### src/hw/rtl/lrd_pkg.sv
// ----------------------------------------------------------------------------
// lrd_pkg: shared types, codes and the CRC step of the record deframer
// Holds the parser phases, the result beat layout and the CRC-32 byte update.
// ----------------------------------------------------------------------------
package lrd_pkg;

    localparam int unsigned MAX_KEY_BYTES   = 256;
    localparam int unsigned MAX_VALUE_BYTES = 1024;
    localparam int unsigned BODY_LIMIT      = 7 + MAX_KEY_BYTES + MAX_VALUE_BYTES;
    localparam logic [31:0] CRC_POLY        = 32'hEDB8_8320;

    // configuration register indexes
    localparam logic [1:0] CFG_HDR_BE   = 2'd0;
    localparam logic [1:0] CFG_PUT_CODE = 2'd1;

    // item kinds
    localparam logic [1:0] KIND_KEY   = 2'd0;
    localparam logic [1:0] KIND_VALUE = 2'd1;
    localparam logic [1:0] KIND_END   = 2'd2;
    localparam logic [1:0] KIND_STOP  = 2'd3;

    // status codes
    localparam logic [2:0] ST_OK      = 3'd0;
    localparam logic [2:0] ST_BAD_LEN = 3'd1;
    localparam logic [2:0] ST_CRC     = 3'd2;
    localparam logic [2:0] ST_TRUNC   = 3'd3;
    localparam logic [2:0] ST_CLEAN   = 3'd4;

    typedef enum logic [2:0] {
        PH_CRC, PH_LEN, PH_TYPE, PH_KLEN, PH_KEY, PH_VLEN, PH_VALUE
    } t_phase;

    typedef struct packed {
        logic       end_marker;
        logic [7:0] log_byte;
    } t_in_beat;

    typedef struct packed {
        logic [1:0]  item_kind;
        logic [7:0]  data_byte;
        logic [7:0]  record_kind;
        logic        record_end;
        logic [2:0]  status;
        logic [8:0]  key_length;
        logic [10:0] value_length;
    } t_result;

    typedef struct packed {
        logic       header_big_endian;
        logic [7:0] put_type_code;
    } t_cfg;

    // reflected CRC-32, one byte
    function automatic logic [31:0] crc_byte(input logic [31:0] crc, input logic [7:0] b);
        logic [31:0] c;
        c = crc ^ {24'd0, b};
        for (int i = 0; i < 8; i++) begin
            c = c[0] ? ((c >> 1) ^ CRC_POLY) : (c >> 1);
        end
        return c;
    endfunction

endpackage

### src/hw/rtl/log_record_deframer_crc_check.sv
// ----------------------------------------------------------------------------
// log_record_deframer_crc_check: log record deframer with CRC-32 check
// Splits a length-prefixed log byte stream into key/value beats and verdicts.
// ----------------------------------------------------------------------------
// Push one log byte (or the end marker) per beat; pop key bytes, value bytes,
// record-end verdicts and stop beats. The parser handles one byte per clock
// when not stalled, so the sustained rate is one beat per cycle, set by the
// byte-wide CRC-32 update and field counter in the parser. Input beats pass
// through a two-entry queue; results wait in a four-entry queue, so the input
// side keeps moving while a result is not yet popped. Once the parser stops
// (bad length, CRC mismatch, truncation or clean end) it swallows all later
// bytes until reset. Configuration writes belong in idle periods. The delete
// type code register is accepted on the port but needs no storage: any type
// other than the put code is handled as a record without value bytes.
// ----------------------------------------------------------------------------
module log_record_deframer_crc_check
    import lrd_pkg::*;
(
    input  logic        i_clk,
    input  logic        i_rst_n,
    // config write port
    input  logic        i_cfg_we,
    input  logic [1:0]  i_cfg_idx,
    input  logic [7:0]  i_cfg_wdata,
    // input queue side
    input  logic        push,
    output logic        full,
    input  logic [7:0]  i_log_byte,
    input  logic        i_end_marker,
    // result queue side
    output logic        empty,
    input  logic        pop,
    output logic [1:0]  o_item_kind,
    output logic [7:0]  o_data_byte,
    output logic [7:0]  o_record_kind,
    output logic        o_record_end,
    output logic [2:0]  o_status,
    output logic [8:0]  o_key_length,
    output logic [10:0] o_value_length
);
    t_cfg     r_cfg;
    t_in_beat in_beat, front_beat;
    logic     front_empty, out_full, take;
    logic     res_valid;
    t_result  res, out_res;

    always_ff @(posedge i_clk) begin
        if (!i_rst_n) begin
            r_cfg.header_big_endian <= 1'b0;
            r_cfg.put_type_code     <= 8'd0;
        end else if (i_cfg_we) begin
            if (i_cfg_idx == CFG_HDR_BE)   r_cfg.header_big_endian <= i_cfg_wdata[0];
            if (i_cfg_idx == CFG_PUT_CODE) r_cfg.put_type_code     <= i_cfg_wdata;
        end
    end

    assign in_beat.log_byte   = i_log_byte;
    assign in_beat.end_marker = i_end_marker;

    lrd_in_fifo u_front (
        .i_clk   (i_clk),
        .i_rst_n (i_rst_n),
        .i_wr    (push),
        .i_wdata (in_beat),
        .o_full  (full),
        .i_rd    (take),
        .o_empty (front_empty),
        .o_rdata (front_beat)
    );

    // a beat moves into the parser only when the result queue has room
    assign take = !front_empty && !out_full;

    lrd_parse u_parse (
        .i_clk       (i_clk),
        .i_rst_n     (i_rst_n),
        .i_cfg       (r_cfg),
        .i_valid     (take),
        .i_beat      (front_beat),
        .o_res_valid (res_valid),
        .o_res       (res)
    );

    lrd_out_fifo u_back (
        .i_clk   (i_clk),
        .i_rst_n (i_rst_n),
        .i_wr    (res_valid),
        .i_wdata (res),
        .o_full  (out_full),
        .i_rd    (pop),
        .o_empty (empty),
        .o_rdata (out_res)
    );

    assign o_item_kind    = out_res.item_kind;
    assign o_data_byte    = out_res.data_byte;
    assign o_record_kind  = out_res.record_kind;
    assign o_record_end   = out_res.record_end;
    assign o_status       = out_res.status;
    assign o_key_length   = out_res.key_length;
    assign o_value_length = out_res.value_length;

endmodule

### src/hw/rtl/lrd_in_fifo.sv
// ----------------------------------------------------------------------------
// lrd_in_fifo: front queue of log beats
// Two-entry queue between the input port and the parser.
// ----------------------------------------------------------------------------
module lrd_in_fifo
    import lrd_pkg::*;
(
    input  logic     i_clk,
    input  logic     i_rst_n,
    input  logic     i_wr,
    input  t_in_beat i_wdata,
    output logic     o_full,
    input  logic     i_rd,
    output logic     o_empty,
    output t_in_beat o_rdata
);
    t_in_beat   r_mem [2];
    logic       r_wptr, r_rptr;
    logic [1:0] r_count;

    assign o_full  = (r_count == 2'd2);
    assign o_empty = (r_count == 2'd0);
    assign o_rdata = r_mem[r_rptr];

    always_ff @(posedge i_clk) begin
        if (i_wr && !o_full) begin
            r_mem[r_wptr] <= i_wdata;
        end
    end

    always_ff @(posedge i_clk) begin
        if (!i_rst_n) begin
            r_wptr  <= 1'b0;
            r_rptr  <= 1'b0;
            r_count <= 2'd0;
        end else begin
            if (i_wr && !o_full) r_wptr <= ~r_wptr;
            if (i_rd && !o_empty) r_rptr <= ~r_rptr;
            r_count <= r_count + 2'(i_wr && !o_full) - 2'(i_rd && !o_empty);
        end
    end

    a_in_count: assert property (@(posedge i_clk) disable iff (!i_rst_n)
        r_count <= 2'd2) else $error("input queue overfilled");

endmodule

### src/hw/rtl/lrd_parse.sv
// ----------------------------------------------------------------------------
// lrd_parse: record parser and CRC checker
// Walks the record fields one byte per beat and produces result beats.
// ----------------------------------------------------------------------------
module lrd_parse
    import lrd_pkg::*;
(
    input  logic     i_clk,
    input  logic     i_rst_n,
    input  t_cfg     i_cfg,
    input  logic     i_valid,
    input  t_in_beat i_beat,
    output logic     o_res_valid,
    output t_result  o_res
);
    t_phase      r_phase, n_phase;
    logic [10:0] r_cnt, n_cnt;
    logic [31:0] r_shift, n_shift;
    logic [31:0] r_stored, n_stored;
    logic [31:0] r_crc, n_crc;
    logic [10:0] r_body, n_body;
    logic [7:0]  r_type, n_type;
    logic [8:0]  r_klen, n_klen;
    logic [10:0] r_vlen, n_vlen;
    logic        r_halted, n_halted;

    logic [7:0]  b;
    logic [31:0] crc_next, hdr_shift, vsh;
    logic [15:0] ksh;
    logic [11:0] cnt_inc;
    logic [1:0]  kind;
    logic [7:0]  dbyte;
    logic        rend, emit;
    logic [2:0]  stat;

    always_comb begin
        n_phase  = r_phase;
        n_cnt    = r_cnt;
        n_shift  = r_shift;
        n_stored = r_stored;
        n_crc    = r_crc;
        n_body   = r_body;
        n_type   = r_type;
        n_klen   = r_klen;
        n_vlen   = r_vlen;
        n_halted = r_halted;
        emit     = 1'b0;
        kind     = KIND_STOP;
        dbyte    = 8'd0;
        rend     = 1'b0;
        stat     = ST_OK;

        b         = i_beat.log_byte;
        crc_next  = crc_byte(r_crc, b);
        hdr_shift = i_cfg.header_big_endian ? {r_shift[23:0], b}
                  : (r_shift | ({24'd0, b} << {r_cnt[1:0], 3'b000}));
        ksh       = {r_shift[7:0], b};
        vsh       = {r_shift[23:0], b};
        cnt_inc   = {1'b0, r_cnt} + 12'd1;

        if (i_valid && !r_halted) begin
            if (i_beat.end_marker) begin
                emit     = 1'b1;
                n_halted = 1'b1;
                stat     = (r_phase == PH_CRC && r_cnt == 11'd0) ? ST_CLEAN : ST_TRUNC;
            end else begin
                unique case (r_phase)
                    PH_CRC: begin
                        if (r_cnt == 11'd0) begin
                            n_type = 8'd0;
                            n_klen = 9'd0;
                            n_vlen = 11'd0;
                        end
                        if (r_cnt[1:0] == 2'd3) begin
                            n_stored = hdr_shift;
                            n_phase  = PH_LEN;
                            n_cnt    = 11'd0;
                            n_shift  = 32'd0;
                        end else begin
                            n_shift = hdr_shift;
                            n_cnt   = cnt_inc[10:0];
                        end
                    end
                    PH_LEN: begin
                        if (r_cnt[1:0] == 2'd3) begin
                            n_cnt   = 11'd0;
                            n_shift = 32'd0;
                            if (hdr_shift == 32'd0 || hdr_shift > 32'(BODY_LIMIT)) begin
                                emit     = 1'b1;
                                n_halted = 1'b1;
                                stat     = ST_BAD_LEN;
                            end else begin
                                n_body  = hdr_shift[10:0];
                                n_crc   = '1;
                                n_phase = PH_TYPE;
                            end
                        end else begin
                            n_shift = hdr_shift;
                            n_cnt   = cnt_inc[10:0];
                        end
                    end
                    PH_TYPE: begin
                        n_crc   = crc_next;
                        n_type  = b;
                        n_phase = PH_KLEN;
                    end
                    PH_KLEN: begin
                        n_crc = crc_next;
                        if (r_cnt == 11'd0) begin
                            n_shift = {16'd0, ksh};
                            n_cnt   = 11'd1;
                        end else begin
                            n_klen  = ksh[8:0];
                            n_cnt   = 11'd0;
                            n_shift = 32'd0;
                            if (ksh > 16'(MAX_KEY_BYTES) ||
                                (12'd7 + {3'd0, ksh[8:0]}) > {1'b0, r_body}) begin
                                emit     = 1'b1;
                                n_halted = 1'b1;
                                stat     = ST_BAD_LEN;
                            end else begin
                                n_phase = (ksh != 16'd0) ? PH_KEY : PH_VLEN;
                            end
                        end
                    end
                    PH_KEY: begin
                        n_crc = crc_next;
                        n_cnt = cnt_inc[10:0];
                        if (cnt_inc >= {3'd0, r_klen}) begin
                            n_phase = PH_VLEN;
                            n_cnt   = 11'd0;
                            n_shift = 32'd0;
                        end
                        emit  = 1'b1;
                        kind  = KIND_KEY;
                        dbyte = b;
                    end
                    PH_VLEN: begin
                        n_crc = crc_next;
                        if (r_cnt[1:0] != 2'd3) begin
                            n_shift = vsh;
                            n_cnt   = cnt_inc[10:0];
                        end else begin
                            n_cnt   = 11'd0;
                            n_shift = 32'd0;
                            emit    = 1'b1;
                            if (r_type == i_cfg.put_type_code) begin
                                if (vsh > 32'(MAX_VALUE_BYTES) ||
                                    (12'd7 + {3'd0, r_klen} + {1'b0, vsh[10:0]})
                                        != {1'b0, r_body}) begin
                                    n_halted = 1'b1;
                                    stat     = ST_BAD_LEN;
                                end else begin
                                    n_vlen = vsh[10:0];
                                    if (vsh == 32'd0) begin
                                        kind = KIND_END;
                                        rend = 1'b1;
                                    end else begin
                                        emit    = 1'b0;
                                        n_phase = PH_VALUE;
                                    end
                                end
                            end else begin
                                n_vlen = 11'd0;
                                if ((12'd7 + {3'd0, r_klen}) != {1'b0, r_body}) begin
                                    n_halted = 1'b1;
                                    stat     = ST_BAD_LEN;
                                end else begin
                                    kind = KIND_END;
                                    rend = 1'b1;
                                end
                            end
                        end
                    end
                    PH_VALUE: begin
                        n_crc = crc_next;
                        n_cnt = cnt_inc[10:0];
                        emit  = 1'b1;
                        kind  = KIND_VALUE;
                        dbyte = b;
                        rend  = (cnt_inc >= {1'b0, r_vlen});
                    end
                    default: begin
                        emit     = 1'b1;
                        n_halted = 1'b1;
                        stat     = ST_BAD_LEN;
                    end
                endcase
                // body closed: check the CRC and rearm for the next record
                if (rend) begin
                    n_phase = PH_CRC;
                    n_cnt   = 11'd0;
                    n_shift = 32'd0;
                    if (~crc_next != r_stored) begin
                        n_halted = 1'b1;
                        stat     = ST_CRC;
                    end
                end
            end
        end

        o_res_valid        = emit;
        o_res.item_kind    = kind;
        o_res.data_byte    = dbyte;
        o_res.record_kind  = n_type;
        o_res.record_end   = rend;
        o_res.status       = stat;
        o_res.key_length   = n_klen;
        o_res.value_length = n_vlen;
    end

    always_ff @(posedge i_clk) begin
        if (!i_rst_n) begin
            r_phase  <= PH_CRC;
            r_cnt    <= 11'd0;
            r_shift  <= 32'd0;
            r_stored <= 32'd0;
            r_crc    <= '1;
            r_body   <= 11'd0;
            r_type   <= 8'd0;
            r_klen   <= 9'd0;
            r_vlen   <= 11'd0;
            r_halted <= 1'b0;
        end else begin
            r_phase  <= n_phase;
            r_cnt    <= n_cnt;
            r_shift  <= n_shift;
            r_stored <= n_stored;
            r_crc    <= n_crc;
            r_body   <= n_body;
            r_type   <= n_type;
            r_klen   <= n_klen;
            r_vlen   <= n_vlen;
            r_halted <= n_halted;
        end
    end

    a_halt_quiet: assert property (@(posedge i_clk) disable iff (!i_rst_n)
        r_halted |-> !o_res_valid) else $error("result after halt");

    a_stop_halts: assert property (@(posedge i_clk) disable iff (!i_rst_n)
        (o_res_valid && o_res.item_kind == KIND_STOP) |=> r_halted)
        else $error("stop beat did not halt");

endmodule

### src/hw/rtl/lrd_out_fifo.sv
// ----------------------------------------------------------------------------
// lrd_out_fifo: result queue
// Four-entry queue holding result beats until the consumer pops them.
// ----------------------------------------------------------------------------
module lrd_out_fifo
    import lrd_pkg::*;
(
    input  logic    i_clk,
    input  logic    i_rst_n,
    input  logic    i_wr,
    input  t_result i_wdata,
    output logic    o_full,
    input  logic    i_rd,
    output logic    o_empty,
    output t_result o_rdata
);
    t_result    r_mem [4];
    logic [1:0] r_wptr, r_rptr;
    logic [2:0] r_count;

    assign o_full  = (r_count == 3'd4);
    assign o_empty = (r_count == 3'd0);
    assign o_rdata = r_mem[r_rptr];

    always_ff @(posedge i_clk) begin
        if (i_wr && !o_full) begin
            r_mem[r_wptr] <= i_wdata;
        end
    end

    always_ff @(posedge i_clk) begin
        if (!i_rst_n) begin
            r_wptr  <= 2'd0;
            r_rptr  <= 2'd0;
            r_count <= 3'd0;
        end else begin
            if (i_wr && !o_full) r_wptr <= r_wptr + 2'd1;
            if (i_rd && !o_empty) r_rptr <= r_rptr + 2'd1;
            r_count <= r_count + 3'(i_wr && !o_full) - 3'(i_rd && !o_empty);
        end
    end

    a_no_drop: assert property (@(posedge i_clk) disable iff (!i_rst_n)
        !(i_wr && o_full)) else $error("result written into full queue");

    a_out_count: assert property (@(posedge i_clk) disable iff (!i_rst_n)
        r_count <= 3'd4) else $error("result queue overfilled");

endmodule

### config.mk
export PLATFORM = sky130hd
export DESIGN_NAME = log_record_deframer_crc_check
export DESIGN_NICKNAME = d
export VERILOG_FILES = /design/src/hw/rtl/lrd_pkg.sv /design/src/hw/rtl/log_record_deframer_crc_check.sv /design/src/hw/rtl/lrd_in_fifo.sv /design/src/hw/rtl/lrd_parse.sv /design/src/hw/rtl/lrd_out_fifo.sv
export SDC_FILE = /design/constraint.sdc
export NUM_CORES = 1
export LEC_CHECK = 0
export BUFFER_PORTS_ARGS = -buffer_cell sky130_fd_sc_hd__clkbuf_2
export CAP_MARGIN = 30
export CELL_PAD_IN_SITES_DETAIL_PLACEMENT = 0
export CELL_PAD_IN_SITES_GLOBAL_PLACEMENT = 1
export CORE_AREA = 8 8 184 273
export CTS_BUF_LIST = sky130_fd_sc_hd__clkbuf_16
export DETAILED_ROUTE_END_ITERATION = 6
export DIE_AREA = 0 0 192 281
export GPL_ROUTABILITY_DRIVEN = 1
export HOLD_SLACK_MARGIN = 0.02
export MAX_ROUTING_LAYER = met4
export PLACE_DENSITY_LB_ADDON = 0.1
export SETUP_SLACK_MARGIN = 0.5
export SLEW_MARGIN = 20
export SYNTH_ARGS = -nofsm -noshare
export SYNTH_HDL_FRONTEND = slang
export SYNTH_HIERARCHICAL = 1
export SYNTH_SLANG_ARGS = --single-unit
### constraint.sdc
create_clock -name i_clk -period 8.8 [get_ports i_clk]
set_input_delay 1.32 -clock i_clk [delete_from_list [all_inputs] [get_ports i_clk]]
set_output_delay 1.32 -clock i_clk [all_outputs]
set_load 0.005 [all_outputs]
==> results of run 1 <==
## layer usage
layer  share of wire (%)  vias to the layer above  GRT usage (%)  routed length (µm)
li1                    -                     6133              -                   -
met1                  38                     6348           22.1               20700
met2                  52                      314           36.3               28400
met3                 3.8                      154           2.74                2080
met4                 5.6                        0           10.9                3050
met5                   0                        -              -                   0
## worst max-delay path, stage by stage (launching register included)
cell	delay [ns]
dfxtp_1	0.54
mux2_2	0.59
inv_1	0.21
ha_1	0.23
nor2b_1	0.23
nor2_1	0.08
xor2_1	0.15
ha_1	0.32
and3_1	0.21
nand2_1	0.07
a31oi_1	0.15
a211oi_1	0.08
o22a_1	0.25
nor2_1	0.09
a311o_1	0.15
inv_1	0.05
a21oi_1	0.32
nor2b_1	0.49
inv_1	0.09
ha_1	0.29
inv_1	0.04
ha_1	0.18
fa_1	0.38
xnor2_1	0.15
xnor2_1	0.12
and2_1	0.14
## power groups by stage
stage | combinational (mW) | clock [mW] | sequential (mW)
floorplan | 1.43 | 0 | 1.96
global placement | 2.03 | 0 | 2.00
detailed placement | 2.02 | 0 | 2.00
CTS | 2.03 | 1.66 | 1.96
global route | 2.16 | 1.73 | 1.97
finish | 2.00 | 1.61 | 1.96
## registers in the layout (all words and copies together), names as in the netlist, 2 cells and up, named ones only
register	count
u_parse/r_shift	32
u_parse/r_phase	3
u_parse/r_vlen	11
u_front/r_mem	18
u_parse/r_type	8
u_back/r_count	3
u_parse/r_cnt	11
u_back/r_rptr	2
u_front/r_count	2
u_parse/r_body	11
u_parse/r_stored	32
u_back/r_mem	168
u_parse/r_crc	32
r_cfg	9
u_back/r_wptr	2
u_parse/r_klen	9
## layout by cell type, fill, tap and decap left out, drive strengths merged, types with 5 or more instances in the layout
| cell | n |
|---|---|
| a211oi | 19 |
| a21o | 8 |
| a21oi | 71 |
| a22o | 58 |
| a22oi | 17 |
| a31oi | 15 |
| a32o | 12 |
| and2 | 31 |
| and3 | 15 |
| buf | 26 |
| clkbuf | 105 |
| clkinv | 12 |
| clkinvlp | 6 |
| dfxtp | 173 |
| edfxtp | 186 |
| ha | 58 |
| inv | 66 |
| mux2 | 17 |
| mux2i | 21 |
| mux4 | 42 |
| nand2 | 160 |
| nand2b | 18 |
| nand3 | 29 |
| nand4 | 27 |
| nor2 | 80 |
| nor2b | 16 |
| nor3 | 44 |
| nor4 | 23 |
| o21ai | 79 |
| o2bb2ai | 18 |
| or2 | 8 |
| or3 | 7 |
| or4 | 5 |
| xnor2 | 116 |
| xor2 | 38 |
## worst min-delay path by stage
stage                                            from                                 to  slack (ns)
floorplan               u_parse/r_halted$_SDFFE_PN0P_      u_parse/r_halted$_SDFFE_PN0P_        0.43
global placement        u_parse/r_halted$_SDFFE_PN0P_      u_parse/r_halted$_SDFFE_PN0P_        0.45
detailed placement  u_parse/r_stored[31]$_SDFFE_PN0P_  u_parse/r_stored[31]$_SDFFE_PN0P_        0.45
CTS                 u_parse/r_stored[31]$_SDFFE_PN0P_  u_parse/r_stored[31]$_SDFFE_PN0P_        0.46
global route         u_parse/r_stored[8]$_SDFFE_PN0P_   u_parse/r_stored[8]$_SDFFE_PN0P_        0.50
finish              u_parse/r_stored[31]$_SDFFE_PN0P_  u_parse/r_stored[31]$_SDFFE_PN0P_        0.46
## stage by stage
| stage | power (mW) | instance area (µm²) |
|---|---|---|
| after detailed placement | 4.02 | 19000 |
| after global placement | 4.03 | 19000 |
| after global routing | 5.86 | 20300 |
| after CTS | 5.66 | 20300 |
| after floorplan | 3.39 | 18200 |
| final | 5.58 | 20300 |
## logic make-up after synthesis
kind of cell | count (synthesis)
xor+xnor | 156
compound gates | 351
fa+ha+maj | 60
mux | 80
buf+inv | 160
simple gates | 477
flops | 359
## layout make-up
type	count	area share, %
repair buffers	92	2.71
well taps	594	3.66
diodes	1	0.0123
inverters	58	1.07
clock inverters	30	1.30
clock buffers	39	4.81
flip-flops and latches	359	44.6
multi-input cells	1124	41.8
==> impl_results.md, run 1 <==
* Post-CTS Hold Buffers at 0
* CP Launch Type: flip-flop
* DRC viols at 0
* Count leader, synth: edfxtp_1
* Highest clock rate at roughly 180 MHz
* # nets final at 1757
* Reg2Reg Depth at 25
* FILL cells at roughly 4500
* Adder-cell share of the synthesized area at 4.20%
* GPL Wtd Cong at 0.916
* Synth Area in Compound Gates at between 10% and 20%
* Clk_lat worst skew at roughly 0.55 ns
* DRT Pass-1 Iters at 5
* Area of the multi-input gates at roughly 0.0085 mm²
* Setup ws final at about 3.1 ns
* Die area at roughly 0.054 mm²
* Wire length per cell at 23.6 µm
* Hold slack at 0.459 ns
* Mean Syn Cell Area at 11.1 µm²
* Worst setup endpoint: u_back/r_count[2]$_SDFF_PN0_
* Top FF cell, synth: edfxtp_1
* H-tree depth at 2
* Post-CTS setup buffers at 0
* GRT Util Overall at between 20 and 25%
* Worst-margin pin slew at slightly above 0.9 ns
* Flops & latches, synth at about 360
* Crit. End Element: flip-flop
* Overflow after GRT at 0
* CP max FO at 13
* Synthesized cell area at roughly 0.018 mm²
* CP required at between 9 and 10 ns
* Sequential Area at around 0.0091 mm²
* Hold path depth at 2
* Final WL at 54200 µm
* Area leader, netlist: edfxtp_1
* Post-route ant nets at 0
* Yosys top cell area share at a little under a third
* Post-Synth XOR/XNOR Area at around 8.0%
* Clock transition at path regs at roughly 0.06 ns
* Critical path class: flip-flop to flip-flop
* Final Hold Vio Count at 0
* Max-slew violations at 0
* Power per cell area at roughly 280 mW/mm²
* Post-synthesis instance total at 1643
* Layout cells sized above 1 at between 10 and 15%
* Sink Count at around 360
* Clk pwr share at 28.9%
* Total CTS buffers at 38
* Fin crit share at between 60% and 70%
* Final core utilization at between 40% and 50%
* Post-synth net total at 1727
* Cell Count, Final, Fillers Out at 2297
* Largest family of logic cells by synthesized area: compound AO/OA/AOI/OAI gates
* DIE WIDTH at approximately 190 µm
* Port bufs at 67
* Sequential share of the synthesized area at about half
* Number of I/O pins at 68
* Starting Density at 39.3%
* Flop pwr share at between 30% and 40%
* Top cells by area, synth: edfxtp_1 (31%), dfxtp_1 (19%), xnor2_1 (5.4%)
* Mux contribution to synthesized area at between 7 and 8%
* Post_cts resized at 0
* Synth unique cells at 91
* Rows at 97
* Vias at ~13000
* Post-synth EDFFs at around 190
* Run status: completed
* Clock Skews at about 0.023 ns
* Logic pwr share at a little over a third
* Type of the worst min-delay path: flip-flop to flip-flop
* Setup_tns at 0 ns
* DP HPWL at 38500 µm
* P_int at between 3 and 4 mW
* Area growth from synthesis to final layout at 11.3%
* FF-to-FF End: u_back/r_count[2]$_SDFF_PN0_
* Pre-CTS setup slack at around 3.2 ns
* Top cells by count, synth: edfxtp_1 (186), dfxtp_1 (173), nand2_1 (160)
* Fin crit period at about 5.7 ns
* Core area at between 0.04 and 0.05 mm²
* Flop2flop setup slack at 3.09 ns
* First-pass GRT wire length at slightly above 80000 µm
* RSZ-0062 raised after global routing: no
* Simple-gate area share of the yosys netlist at 13.1%
* Max-Cap Viols at 0
* Sw Ratio at between 30% and 40%
* Post-synth ARST share at 0%
* Dpl cells at between 2000 and 2500
* Leakage at ~6.9 nW
* WP data arrival at between 6 and 7 ns
* Initial DRC count at roughly 700
* Worst VDD drop at 215 µV
* CTS Buffer Depth at 3
* Die H at about 280 µm
* Largest net degree at the start of global routing at 60
* NetSw at about 2 mW
* CTS tree: yes
* Endpoints failing setup at 0
* Initial antenna violation count at 2
* Root buf cell: clkbuf_16
* Vias in the first global route at 13412
* Drt via density at ~5.6
* Slew Limit Headroom at 38.1%
* Ys Warns at 6
No activity file was read; power rests on OpenSTA's default activity.
==> inputs of run 2 (changes only) <==
ABC_AREA = 1   (was not set)
CORE_AREA = 8 8 192 286   (was 8 8 184 273)
DIE_AREA = 0 0 200 294   (was 0 0 192 281)
clock period = 5.9 ns   (was 8.8 ns; I/O delays follow)
==> run 2 against run 1 <==
Net effect:
- area after synthesis is 9.9% higher
- die area is 9.0% higher
- clock skew shrank 0.0083 ns
- largest cell class is now multi-input gates
==> impl_results.md, run 2 <==
* Post-synthesis instance total at 2589 (+58%)
* Dpl cells at 3249 (+46%)
* GRT Util Overall at 23.1% (+2.5 points)
* DIE WIDTH at 200 µm (+4.2%)
* Rows at 102 (+5.2%)
* Endpoints failing setup at 0 (unchanged)
* Logic pwr share at 40.0% (+4.1 points)
* Sequential share of the synthesized area at 45.2% (-4.5 points)
* Flop pwr share at 33.0% (-2.2 points)
* Worst VDD drop at 281 µV (+31%)
* Mean Syn Cell Area at 7.74 µm² (-30%)
* Root buf cell: clkbuf_16
* Ys Warns at 6 (unchanged)
* Placed inst area at 0.0209 mm² (+9.9%)
* DP HPWL at 48600 µm (+26%)
* Top cells by count, synth: nand2_1 (717), inv_1 (245), nor2_1 (232)
* Total CTS buffers at 37 (-2.6%)
* DRC viols at 0 (unchanged)
* Sink Count at 359 (unchanged)
* Post-route ant nets at 0 (unchanged)
* DRT Pass-1 Iters at 6 (+1)
* Count leader, synth: nand2_1
* Flops & latches, synth at 359 (unchanged)
* Post-synth ARST share at 0% (unchanged)
* Final WL at 66700 µm (+23%)
* Cell area after layout at 0.0222 mm² (+9.3%)
* Crit path launch: u_parse/r_klen[0]$_SDFF_PN0_
* Fin crit share at 83.1% (+18 points)
* Flop2flop setup slack at 0.99 ns (-2.10 ns)
* Top FF cell, synth: edfxtp_1
* First-pass GRT wire length at 100000 µm (+21%)
* Reg-to-Reg Start: u_parse/r_klen[0]$_SDFF_PN0_
* Leading cell types in the layout, fill and taps excluded: nand2_1 (716), inv_1 (251), nor2_1 (226), edfxtp_1 (186), nand3_1 (184)
* Crit path largest cell delay at 0.40 ns (-0.19 ns)
* Slowest stage cell on the critical path: dfxtp_1
* Critical path class: flip-flop to flip-flop
* Min-Delay Startpoint: u_parse/r_halted$_SDFFE_PN0P_
* Pre-CTS setup slack at 0.516 ns (-2.67 ns)
* CP required at 6.38 ns (-2.85 ns)
* Post-synth EDFFs at 186 (unchanged)
* Layout cells sized above 1 at 9.01% (-5.9 points)
* Overflow after GRT at 0 (unchanged)
* Vias at 17530 (+35%)
* Synth unique cells at 55 (-40%)
* Area leader, netlist: edfxtp_1
* Clock transition at path regs at 0.06 ns (about the same)
* Post-synth net total at 2673 (+55%)
* Max reg flops at 168 (unchanged)
* Crit. End Element: flip-flop
* Post-CTS Hold Buffers at 0 (unchanged)
* CP max FO at 8 (-5)
* Fin crit period at 4.91 ns (-0.804 ns)
* P_int at 5.37 mW (+50%)
* WP data arrival at 5.38 ns (-0.76 ns)
* Hold Path End: u_parse/r_halted$_SDFFE_PN0P_
* Die H at 294 µm (+4.6%)
* # nets final at 2697 (+54%)
* Cell Count, Final, Fillers Out at 3317 (+44%)
* Initial antenna violation count at 0 (-2)
* FF-to-FF End: u_back/r_count[2]$_SDFF_PN0_
* Clk_lat worst skew at 0.54 ns (about the same)
* Max-Cap Viols at 0 (unchanged)
* Type of the worst min-delay path: flip-flop to flip-flop
* Worst-margin pin slew at 0.935 ns (+0.0155 ns)
* Setup ws final at 0.995 ns (-2.10 ns)
* Highest clock rate at 204 MHz (+16%)
* Antenna Cells at 0 (-1)
* Critical path's most frequent cell: nand2_1
* Final Hold Vio Count at 0 (unchanged)
* Starting Density at 39.3% (about the same)
* Leakage at 9.52 nW (+38%)
* Top cells by area, synth: edfxtp_1 (28%), dfxtp_1 (17%), nand2_1 (13%)
* Clk pwr share at 27.0% (-1.9 points)
* Hold path depth at 2 (unchanged)
* Wire length per cell at 20.1 µm (-15%)
* Largest reg by FF count: u_back/r_mem
* Drt via density at 5.28 (-6.3%)
* Hold slack at 0.459 ns (+0.000611 ns)
* Largest net degree at the start of global routing at 63 (+5.0%)
* Core area at 0.0509 mm² (+9.8%)
* Reg2Reg Depth at 31 (+24%)
* Slew Limit Headroom at 37.7% (-0.39 points)
* GPL Wtd Cong at 0.931 (+1.6%)
* Setup_tns at 0 ns (unchanged)
* Vias in the first global route at 16847 (+26%)
* Port bufs at 67 (unchanged)
* Area growth from synthesis to final layout at 10.7%
* Commonest non-fill, non-tap cell in the layout: nand2_1
* Initial DRC count at 1103 (+55%)
* CTS Buffer Depth at 3 (unchanged)
* CTS tree: yes
* Run status: completed
* Clock Skews at 0.0149 ns (-0.00829 ns)
* Yosys top cell area share at 27.9% (-2.8 points)
* H-tree depth at 2 (unchanged)
* NetSw at 3.69 mW (+84%)
* Power per cell area at 408 mW/mm² (+48%)
* Max-slew violations at 0 (unchanged)
* RSZ-0062 raised after global routing: no
* CP Launch Type: flip-flop
* Sw Ratio at 40.8% (+4.9 points)
* Number of I/O pins at 68 (unchanged)
* Synthesized cell area at 0.0200 mm² (+9.9%)
* Die area at 0.0588 mm² (+9.0%)
==> run 2: per-layer routing <==
layer,vias to the layer above,GRT usage (%),wire [µm]
met5,-,-,0
met4,0,11.8,3820
met3,128,2.21,2240
met2,371,41.8,35100
met1,8289,24.4,25500
li1,8742,-,-
==> run 2: cell type report <==
| type | count | area (µm²) |
|---|---|---|
| clock buffers | 37 | 926 |
| inverters | 266 | 1000 |
| flip-flops and latches | 359 | 9050 |
| multi-input cells | 1848 | 9380 |
| fillers | 5138 | 28700 |
| repair buffers | 101 | 643 |
| clock inverters | 30 | 335 |
| well taps | 676 | 846 |
==> run 2: metrics by stage <==
stage / utilization (%) / total power [mW]
finish: 43.6 / 9.06
global route: 43.6 / 9.66
CTS: 43.5 / 9.18
detailed placement: 41.0 / 6.69
global placement: 40.9 / 6.66
floorplan: - / 5.45
==> run 2: logic make-up (layout without fill, tap and decap cells) <==
logic type      Yosys count  in the layout  synth area share (%)
simple gates           1219           1219                  25.4
compound gates          520            520                  14.9
buf+inv                 382            434                  8.30
flops                   359            359                  45.2
fa+ha+maj                60             60                  3.82
xor+xnor                 40             40                  1.82
mux                       9              9                 0.674
==> run 2: timing repair <==
item	4_1_cts	5_1_grt
endpoints found under the setup margin	1	170
gates cloned	0	0
buffers inserted	0	1
gates resized for setup	1	2
pin swaps	0	1
==> run 2: how the worst max path moves through the flow <==
stage	endpoint	cells after the start	slack [ns]
2_1_floorplan	u_back/r_mem[0][0]$_DFFE_PP_	24	0.75
3_3_place_gp	u_back/r_count[2]$_SDFF_PN0_	31	0.55
3_5_place_dp	u_back/r_count[2]$_SDFF_PN0_	30	0.52
4_1_cts	u_back/r_count[2]$_SDFF_PN0_	31	0.62
5_1_grt	u_back/r_count[2]$_SDFF_PN0_	29	0.54
6_report	u_back/r_count[2]$_SDFF_PN0_	31	0.99
==> run 2: power groups by stage <==
stage,Clock [mW],Combinational [mW],Sequential (mW)
final,2.45,3.62,2.99
after global routing,2.62,4.04,3.01
after CTS,2.53,3.67,2.99
after detailed placement,0,3.65,3.04
after global placement,0,3.63,3.03
after floorplan,0,2.46,2.99
==> run 2: worst max-delay path: cells and delay by family (launching register included) <==
kind                       cells  cell delay [ns]
and+or+nand+nor               18             1.79
adders and majority gates      5             1.39
AOI/OAI and AO/OA              3             0.76
buffers and inverters          5             0.46
DFF                            1             0.40
==> inputs of run 3 (changes only) <==
ABC_AREA = 0   (was 1)
CORE_AREA = 8 8 184 273   (was 8 8 192 286)
DIE_AREA = 0 0 192 281   (was 0 0 200 294)
clock period = 4.9 ns   (was 5.9 ns; I/O delays follow)
==> run 3 against run 2 <==
Net effect:
- power increased by 17%
- maximum frequency grew 8.4%
- non-clock buffer count grew 106
- combinational power increased by 19%
- setup slack got worse by 0.62 ns
- wire length is 13% lower
==> impl_results.md, run 3 (synthesis results as in run 1) <==
* Run status: completed
* Sw Ratio at 35.8% (-5.0 points)
* Vias at 13440 (-23%)
* Post-CTS Hold Buffers at 0 (unchanged)
* Area growth from synthesis to final layout at 19.6%
* P_int at 6.81 mW (+27%)
* CP required at 5.32 ns (-1.06 ns)
* Max-Cap Viols at 0 (unchanged)
* Die area at 0.0540 mm² (-8.2%)
* Wire length per cell at 24.0 µm (+19%)
* Rows at 97 (-4.9%)
* First-pass GRT wire length at 84700 µm (-15%)
* GRT Util Overall at 21.2% (-1.8 points)
* Flop pwr share at 33.1% (about the same)
* Initial DRC count at 859 (-22%)
* Sink Count at 359 (unchanged)
* Crit. End Element: flip-flop
* WP data arrival at 4.95 ns (-0.43 ns)
* Root buf cell: clkbuf_16
* Port bufs at 67 (unchanged)
* Crit path largest cell delay at 0.54 ns (+0.14 ns)
* Final WL at 57800 µm (-13%)
* Slowest stage cell on the critical path: fa_2
* CTS tree: yes
* Drt via density at 5.58 (+5.6%)
* Worst-margin pin slew at 0.973 ns (+0.0375 ns)
* Max-slew violations at 0 (unchanged)
* CP max FO at 6 (-2)
* Layout cells sized above 1 at 23.5% (+15 points)
* Total CTS buffers at 37 (unchanged)
* Setup_tns at 0 ns (unchanged)
* # nets final at 1871 (-31%)
* Max reg flops at 168 (unchanged)
* Fin crit share at 92.3% (+9.2 points)
* Largest net degree at the start of global routing at 57 (-9.5%)
* Highest clock rate at 221 MHz (+8.4%)
* Largest reg by FF count: u_back/r_mem
* H-tree depth at 2 (unchanged)
* GR Util met1 at 23.3% (-1.2 points)
* Hold slack at 0.394 ns (-0.0651 ns)
* Worst VDD drop at 415 µV (+48%)
* Type of the worst min-delay path: input port to flip-flop
* NetSw at 3.79 mW (+2.7%)
* Clk pwr share at 26.3% (-0.7 points)
* Most used routing layer: met2
* Met3 GRT Util at 2.17% (-0.036 points)
* Number of I/O pins at 68 (unchanged)
* Final core utilization at 47.0% (+3.5 points)
* CTS Buffer Depth at 3 (unchanged)
* Critical path's most frequent cell: ha_4
* DIE WIDTH at 192 µm (-4.0%)
* Endpoints failing setup at 0 (unchanged)
* Core area at 0.0464 mm² (-9.0%)
* Cell Count, Final, Fillers Out at 2409 (-27%)
* CP Launch Type: flip-flop
* Leakage at 7.69 nW (-19%)
* Cell area after layout at 0.0218 mm² (-1.7%)
* Critical path class: flip-flop to flip-flop
* Dpl cells at 2295 (-29%)
* Clock Skews at 0.0138 ns (-0.00102 ns)
* Slew Limit Headroom at 35.2% (-2.5 points)
* DRT Pass-1 Iters at 5 (-1)
* Clock transition at path regs at 0.06 ns (about the same)
* CP Cell Sequence: buf_6 -> mux2_4 -> ha_4 -> fa_2 -> xnor2_2 -> nand4_1 -> a311oi_2 -> nand4_1 -> nor4_2 -> nand2b_1 -> o21a_1 -> o21ai_2 -> a21oi_4 -> nor2b_4 -> inv_2 -> ha_4 -> inv_2 -> ha_4 -> fa_2 -> xnor2_2 -> xnor2_1 -> and2_1
* Setup ws final at 0.376 ns (-0.618 ns)
* Overflow after GRT at 0 (unchanged)
* Pre-CTS setup slack at -0.0285 ns (-0.545 ns)
* Clk_lat worst skew at 0.54 ns (about the same)
* DRC viols at 0 (unchanged)
* Logic pwr share at 40.6% (+0.6 points)
* Die H at 281 µm (-4.4%)
* CP bufs+invs at 3 (-2)
* Power per cell area at 486 mW/mm² (+19%)
* Fin crit period at 4.52 ns (-0.382 ns)
* GPL Wtd Cong at 0.937 (+0.68%)
* Final Hold Vio Count at 0 (unchanged)
* Starting Density at 39.3% (about the same)
* Post-route ant nets at 0 (unchanged)
* Placed inst area at 0.0197 mm² (-5.7%)
* Delay-heaviest family, CP: adder cells
* Commonest non-fill, non-tap cell in the layout: edfxtp_1
* Pwr Total at 10.6 mW (+17%)
* Antenna Cells at 0 (unchanged)
* Vias in the first global route at 13602 (-19%)
* Leading cell types in the layout, fill and taps excluded: edfxtp_1 (186), dfxtp_1 (163), nand2_1 (160), buf_4 (109), xnor2_1 (104)
* DP HPWL at 40500 µm (-17%)
* RSZ-0062 raised after global routing: yes
* Initial antenna violation count at 0 (unchanged)
* GRT met2 Usage at 38.2% (-3.7 points)
run 3: changes by cell type in the layout (fill, tap and decap cells not counted), sizes merged, moves of 43 or more:
| cell | change |
|---|---|
| a21oi | -98 |
| a22o | +58 |
| buf | +99 |
| inv | -204 |
| nand2 | -567 |
| nand3 | -160 |
| nor2 | -161 |
| o21ai | -130 |
| o22ai | -43 |
| xnor2 | +98 |
run 3: final timing paths:
kind	start	end	slack [ns]	depth (start not counted)
min	i_end_marker	u_front/r_mem[1][8]$_DFFE_PP_	0.39	1
max reg2reg	flip-flop	u_back/r_count[2]$_SDFF_PN0_	0.38	22
min reg2reg	u_parse/r_stored[31]$_SDFFE_PN0P_	u_parse/r_stored[31]$_SDFFE_PN0P_	0.46	2
max	flip-flop	u_back/r_count[2]$_SDFF_PN0_	0.38	22
run 3: layout make-up:
type	instances	area [µm²]
Tap cell	594	743
Sequential cell	359	9070
Multi-Input combinational cell	1124	8880
Inverter	58	223
Clock inverter	28	204
Fill cell	4283	24600
Clock buffer	39	976
Timing Repair Buffer	207	1710
run 3: power by group through the flow:
stage               clock (mW)  combinational [mW]  sequential (mW)
floorplan                    0                2.64             3.51
global placement             0                4.00             3.57
CTS                       2.87                4.20             3.51
global route              2.97                4.63             3.53
detailed placement           0                3.99             3.57
finish                    2.79                4.31             3.51
run 3: repair_timing:
action                                  CTS  global route
resized for setup                        61            26
endpoints found under the setup margin  190           211
pin swaps                                37            20
endpoints found under the hold margin     0             0
gates cloned                              0            12
buffers inserted                         28             7
run 3: layer usage:
layer | part of all wire (%) | vias up
met4 | 4.7 | 0
met5 | 0 | -
met2 | 54 | 311
li1 | - | 6360
met1 | 38 | 6646
met3 | 3.5 | 123
run 3: worst register-to-register path: cells and delay by family (launching register included):
kind / cells / cell delay, ns
compound gates: 4 / 0.70
xor+xnor: 3 / 0.38
fa+ha+maj: 5 / 1.34
buf+inv: 3 / 0.24
flops: 1 / 0.34
mux: 1 / 0.35
simple gates: 6 / 1.08
